**config.mk**
```make
export PLATFORM = sky130hd
export DESIGN_NAME = table_driven_tone_sequencer
export DESIGN_NICKNAME = d
export VERILOG_FILES = /design/src/hdl/tds_pkg.sv /design/src/hdl/tds_step_unit.sv /design/src/hdl/table_driven_tone_sequencer.sv
export SDC_FILE = /design/constraint.sdc
export NUM_CORES = 1
export LEC_CHECK = 0
export ABC_AREA = 0
export BUFFER_PORTS_ARGS = -buffer_cell sky130_fd_sc_hd__buf_2
export CAP_MARGIN = 20
export CORE_MARGIN = 2
export CORE_UTILIZATION = 45
export DETAILED_ROUTE_END_ITERATION = 8
export HOLD_SLACK_MARGIN = 0.08
export SKIP_LAST_GASP = 1
export SLEW_MARGIN = 20
export SYNTH_ARGS = -nofsm -noshare
export SYNTH_HDL_FRONTEND = slang
export SYNTH_SLANG_ARGS = --single-unit
```
**constraint.sdc**
```tcl
create_clock -name clk_i -period 10.39 [get_ports clk_i]
set_input_delay 1.5585 -clock clk_i [delete_from_list [all_inputs] [get_ports clk_i]]
set_output_delay 1.5585 -clock clk_i [all_outputs]
set_load 0.1 [all_outputs]
```
**src/hdl/tds_pkg.sv**
```systemverilog
// shared types, constants and the fixed step table of the tone sequencer
// no dependencies

package tds_pkg;

  localparam logic [3:0] IDLE_STEP = 4'd15;
  localparam logic [3:0] TABLE_LEN = 4'd11;

  typedef struct packed {
    logic        req_type;
    logic [31:0] now_ms;
    logic [3:0]  pattern_start;
  } tds_in_t;

  typedef struct packed {
    logic        tone_on;
    logic [10:0] tone_freq_hz;
    logic        step_applied;
    logic        is_idle;
  } tds_out_t;

  typedef struct packed {
    logic [10:0] dur;
    logic [10:0] hz;
    logic [3:0]  nxt;
  } tds_step_t;

  typedef struct packed {
    logic [3:0]  step_index;
    logic [31:0] deadline_ms;
    logic [10:0] drive_freq;
  } tds_state_t;

  function automatic tds_step_t tds_lookup(input logic [3:0] idx);
    tds_step_t s;
    case (idx)
      4'd0:    s = '{dur: 11'd0,    hz: 11'd0,    nxt: IDLE_STEP};
      4'd1:    s = '{dur: 11'd200,  hz: 11'd800,  nxt: 4'd5};
      4'd2:    s = '{dur: 11'd200,  hz: 11'd1200, nxt: 4'd6};
      4'd3:    s = '{dur: 11'd200,  hz: 11'd1200, nxt: 4'd7};
      4'd4:    s = '{dur: 11'd200,  hz: 11'd800,  nxt: 4'd8};
      4'd5:    s = '{dur: 11'd200,  hz: 11'd1200, nxt: 4'd0};
      4'd6:    s = '{dur: 11'd200,  hz: 11'd800,  nxt: 4'd0};
      4'd7:    s = '{dur: 11'd200,  hz: 11'd1600, nxt: 4'd0};
      4'd8:    s = '{dur: 11'd200,  hz: 11'd0,    nxt: 4'd9};
      4'd9:    s = '{dur: 11'd200,  hz: 11'd800,  nxt: 4'd10};
      4'd10:   s = '{dur: 11'd1000, hz: 11'd0,    nxt: 4'd4};
      default: s = '{dur: 11'd0,    hz: 11'd0,    nxt: IDLE_STEP};
    endcase
    return s;
  endfunction

endpackage

```
**src/hdl/tds_step_unit.sv**
```systemverilog
// combinational step logic: deadline compare, table lookup, two chained steps
// depends on tds_pkg

module tds_step_unit import tds_pkg::*; (
  input  tds_in_t    item_i,
  input  tds_state_t state_i,
  output tds_state_t state_o,
  output tds_out_t   result_o
);

  logic [3:0]  idx0, idx1, idx2;
  logic [31:0] dl0, dl1, dl2;
  logic [31:0] diff0, diff1;
  logic [10:0] freq1, freq2;
  logic        app0, app1;
  tds_step_t   s0, s1;

  always_comb begin
    // a start transfer reloads the index and arms the deadline at now
    idx0  = item_i.req_type ? item_i.pattern_start : state_i.step_index;
    dl0   = item_i.req_type ? item_i.now_ms : state_i.deadline_ms;

    // first step: deadline passed when the wrapped difference is non-negative
    diff0 = item_i.now_ms - dl0;
    app0  = (idx0 < TABLE_LEN) && !diff0[31];
    s0    = tds_lookup(idx0);
    idx1  = app0 ? s0.nxt : idx0;
    dl1   = app0 ? (item_i.now_ms + {21'd0, s0.dur}) : dl0;
    freq1 = app0 ? s0.hz : state_i.drive_freq;

    // second step only fires after a zero-duration step; the table never chains further
    diff1 = item_i.now_ms - dl1;
    app1  = app0 && (idx1 < TABLE_LEN) && !diff1[31];
    s1    = tds_lookup(idx1);
    idx2  = app1 ? s1.nxt : idx1;
    dl2   = app1 ? (item_i.now_ms + {21'd0, s1.dur}) : dl1;
    freq2 = app1 ? s1.hz : freq1;

    state_o.step_index    = idx2;
    state_o.deadline_ms   = dl2;
    state_o.drive_freq    = freq2;

    result_o.tone_on      = (freq2 != 11'd0);
    result_o.tone_freq_hz = freq2;
    result_o.step_applied = app0;
    result_o.is_idle      = (idx2 == IDLE_STEP);
  end

endmodule

```
**src/hdl/table_driven_tone_sequencer.sv**
```systemverilog
// top level of the table-driven tone sequencer: input register, step logic, result register
// depends on tds_pkg and tds_step_unit

// Usage
//   Input channel in_valid_i / in_stall_o / in_data_i carries tick and start items;
//   a transfer happens at a rising edge with valid high and stall low.
//   Output channel out_valid_o / out_stall_i / out_data_o returns exactly one result
//   per input item, in order.
//   An item taken into the input register passes through the step logic into the result register.
//   Throughput: one item per cycle while the receiver does not stall; the sequencer
//   state (step index, deadline, drive frequency) is updated in the same cycle the result
//   register loads, so the next item sees it straight away. The path is two table lookups
//   and two chained 32-bit add/compare steps.
//   Reset (rst_ni low, asynchronous): both channels empty, step index idle (15),
//   deadline 0, buzzer silent.
//   When the receiver stalls, the result holds; the input register takes one more item
//   if it is empty, then in_stall_o rises until the result moves.

module table_driven_tone_sequencer import tds_pkg::*; (
  input  logic     clk_i,
  input  logic     rst_ni,
  input  logic     in_valid_i,
  output logic     in_stall_o,
  input  tds_in_t  in_data_i,
  output logic     out_valid_o,
  input  logic     out_stall_i,
  output tds_out_t out_data_o
);

  logic       in_valid_q;
  tds_in_t    in_data_q;
  logic       out_valid_q;
  tds_out_t   out_data_q;
  tds_state_t state_q;
  tds_state_t state_d;
  tds_out_t   result_d;
  logic       advance;

  // stage moves when the result register is empty or being drained
  assign advance    = in_valid_q && (!out_valid_q || !out_stall_i);
  assign in_stall_o = in_valid_q && !advance;

  tds_step_unit u_step (
    .item_i   (in_data_q),
    .state_i  (state_q),
    .state_o  (state_d),
    .result_o (result_d)
  );

  always_ff @(posedge clk_i or negedge rst_ni) begin
    if (!rst_ni) begin
      in_valid_q          <= 1'b0;
      out_valid_q         <= 1'b0;
      state_q.step_index  <= IDLE_STEP;
      state_q.deadline_ms <= 32'd0;
      state_q.drive_freq  <= 11'd0;
    end else begin
      if (!in_stall_o) begin
        in_valid_q <= in_valid_i;
      end
      if (advance) begin
        out_valid_q <= 1'b1;
        state_q     <= state_d;
      end else if (!out_stall_i) begin
        out_valid_q <= 1'b0;
      end
    end
  end

  always_ff @(posedge clk_i) begin
    if (in_valid_i && !in_stall_o) begin
      in_data_q <= in_data_i;
    end
    if (advance) begin
      out_data_q <= result_d;
    end
  end

  assign out_valid_o = out_valid_q;
  assign out_data_o  = out_data_q;

  // an accepted transfer lands in the input register
  a_in_capture: assert property (@(posedge clk_i) disable iff (!rst_ni)
    (in_valid_i && !in_stall_o) |=> in_valid_q)
    else $error("accepted input not captured");

  // the reported idle flag agrees with the stored step index
  a_idle_state: assert property (@(posedge clk_i) disable iff (!rst_ni)
    advance |=> (out_data_q.is_idle == (state_q.step_index == IDLE_STEP)))
    else $error("idle flag disagrees with step index");

  // reported frequency agrees with the stored drive frequency
  a_freq_state: assert property (@(posedge clk_i) disable iff (!rst_ni)
    advance |=> (out_data_q.tone_freq_hz == state_q.drive_freq))
    else $error("frequency disagrees with state");

  // the input stage only stalls while holding an item behind a stalled result
  a_stall_cause: assert property (@(posedge clk_i) disable iff (!rst_ni)
    in_stall_o |-> (in_valid_q && out_valid_q && out_stall_i))
    else $error("input stalled without cause");

endmodule

```
==> metrics.txt <==
Max Cap Viol 0; post-synthesis async set-or-reset flop share 49.0%; Overall Global Routing Usage 22.1%; chip width 138 um; Hold Crit Class reg2reg; utilization after layout 50.7%; Tightest Pin Transition 0.970 ns; CTS Buffer Depth 2; Worst EP arrival 8.43 ns; Final Cycle Share 80.1%; Final Instance Area 0.00881 sq mm; clock sinks 100; VDD IR max 0.000123 V; Max Fclk 120 MHz; CTS root buffer clkbuf_16; IO buf count 56; r2r worst-path depth 23; hold bufs inserted after CTS 0; vias in the first global route 6,106; dpl hpwl 14,500 um; height of the die 138 um; # setup viols final 0; post-CTS sizing 0; fillcell total 1,619; row count 48; largest net degree at the start of global routing 69; CTS buffer count 9; Overflow after GRT 0; post-synth top area cell edfxtp_1; RSZ-0062 raised after global routing false; Post-DP Area 0.00847 sq mm; Post-synth EDFFs 51; Worst Hold Depth 2; I/O pin total 57; register area share after synthesis 34.4%; # diodes 0; total power 2.32 mW; outcome finished, final reports clean; r2r setup slk 2.07 ns; CP Launch Type flip-flop; total number of vias 6,444; YS warnings 0; Static Leak 3.79 nW; commonest non-fill, non-tap cell in the layout nand2_1; worst-path maximum fanout 55; Period minus WS final 8.32 ns; H-Tree Level Count 3; max_slew headroom 35.3%; Final Max Tran Viols 0; GP Congestion 0.925; floorplan core area 0.0174 sq mm; Hold Startpoint state_q[44]$_DFFE_PN1P_; drt initial violations 635; WL per Instance 18.0 um; vias per std cell 5.81; Worst Hold End state_q[44]$_DFFE_PN1P_; Worst-path clk slew 0.08 ns; worst r2r src in_data_q[36]$_DFFE_PP_; Layout Skew 0.0116 ns; #FFs+latches synth 100; Clk Latency, worst-skew pair 0.37 ns; Worst Setup End Kind flip-flop; CP required 10.51 ns; antenna viol nets, final 0; WS Path Type reg2reg; most frequent cells in the layout nand2_1, ha_1, o21ai_0, buf_2, edfxtp_1; hold slack final 0.481 ns; Synth Area per Inst 9.48 sq um; Final nets 1,007; first-pass GRT wire length 32,400 um; drt total wl 20,000 um; Mapped Cells 848; CTS tree yes; pwr/cell area 263 mW/mm^2; Post CTS Setup Buffer Count 0; syn nets 976; Pre-antenna DRT Iters 7; top cells by area, synth edfxtp_1, dfrtp_1, ha_1; Yosys top cell area share 19.0%; initial antenna violation count 0; share of layout cells above drive strength 1 15.4%; Critical R2R Capture out_data_o[13]$_DFFE_PP_; cell area after synthesis 0.00804 sq mm; total negative slack 0 ns; Post-route DRC 0; DIE AREA 0.0190 sq mm; top_reg_cell synth edfxtp_1; Final Hold Viols 0; Yosys cell types 81; Area Growth Syn to Fin 9.51%; Initial Util 46.3%
[logic make-up (layout without fill, tap and decap cells)]
logic type | after synthesis | in the layout | share of synthesized area [%]
fa+ha+maj | 87 | 87 | 13.5
simple gates | 252 | 252 | 15.3
mux | 77 | 77 | 10.2
xor+xnor | 51 | 51 | 5.55
compound gates | 219 | 219 | 17.8
flops | 100 | 100 | 34.4
buf+inv | 62 | 98 | 3.31
[synthesized netlist by cell type, types with 4 or more instances]
master and instances:
and3_1 8, buf_2 7, a21oi_1 38, o31ai_1 6, ha_1 87, a211oi_1 6
o21ai_1 13, xnor2_1 30, o21ai_0 77, and4_1 4, o21a_1 4, xor2_1 21
a22o_1 5, nand2b_1 5, clkbuf_1 27, o211ai_1 4, edfxtp_1 51, nand2_1 106
nand3_1 24, a21o_1 15, and2_1 15, dfstp_2 4, a221oi_1 4, nand4_1 14
mux2_1 12, nor2_1 36, buf_1 5, o22ai_1 5, nor3_1 19, inv_1 16
mux2_2 25, mux2i_1 40, dfrtp_1 45
[through the flow]
step                      cells  worst slack [ns]
final                      1109              2.07
after global routing       1109              1.54
after global placement     1093              2.24
after CTS                  1109              2.17
after detailed placement   1093              2.21
after floorplan             848              3.71
[worst max path at each step]
stage	startpoint	end	slack (ns)	cells after the start
6_report	in_data_q[36]$_DFFE_PP_	out_data_o[13]$_DFFE_PP_	2.07	23
5_1_grt	in_data_q[36]$_DFFE_PP_	out_data_o[0]$_DFFE_PP_	1.54	24
4_1_cts	in_data_q[36]$_DFFE_PP_	out_data_o[13]$_DFFE_PP_	2.17	23
3_5_place_dp	in_data_q[36]$_DFFE_PP_	out_data_o[13]$_DFFE_PP_	2.21	23
3_3_place_gp	in_data_q[36]$_DFFE_PP_	out_data_o[13]$_DFFE_PP_	2.24	23
2_1_floorplan	in_data_q[36]$_DFFE_PP_	out_data_o[13]$_DFFE_PP_	3.71	26
[registers in the layout, indices dropped and copies added (netlist names)]
signal,cells
state_q,47
in_data_q,37
in_valid_q,1
out_data_o,14
out_valid_o,1
[final cells by class]
class                           instances  area (sq um)  share of cell area [%]
Inverter                               18          67.6                   0.767
Multi-Input combinational cell        686          5020                    57.0
Clock buffer                            9           225                    2.56
Tap cell                              225           282                    3.20
Clock inverter                          7           108                    1.22
Timing Repair Buffer                   64           340                    3.86
Sequential cell                       100          2760                    31.4
[power by group]
part	switching, mW	internal, mW
combinational	0.825	0.506
sequential	0.0769	0.544
clock	0.172	0.196
[metal layers]
metal	share of wire, %	global-route usage, %
met1	50	32.5
met2	44	33.4
met3	4.4	3.53
met4	1.7	6.41
met5	0	0
[critical path, stage by stage, from the launching register on]
cell and delay (ns):
edfxtp_1 0.33, buf_4 0.57, mux2i_1 0.36, ha_1 0.32, nand4_2 0.14, nor2_1 0.06
a222oi_1 0.59, a21oi_2 0.21, a211oi_2 0.63, nand2_2 0.70, inv_2 0.51, mux2i_1 0.23
o221ai_1 0.16, ha_1 0.30, and4_1 0.22, nand3_1 0.17, or3_1 0.45, a31oi_1 0.34
o211ai_1 0.14, a21oi_1 0.15, buf_4 0.22, nand2_2 0.28, or4b_1 0.60, a211o_1 0.30
(Power assumes the default switching activity.)
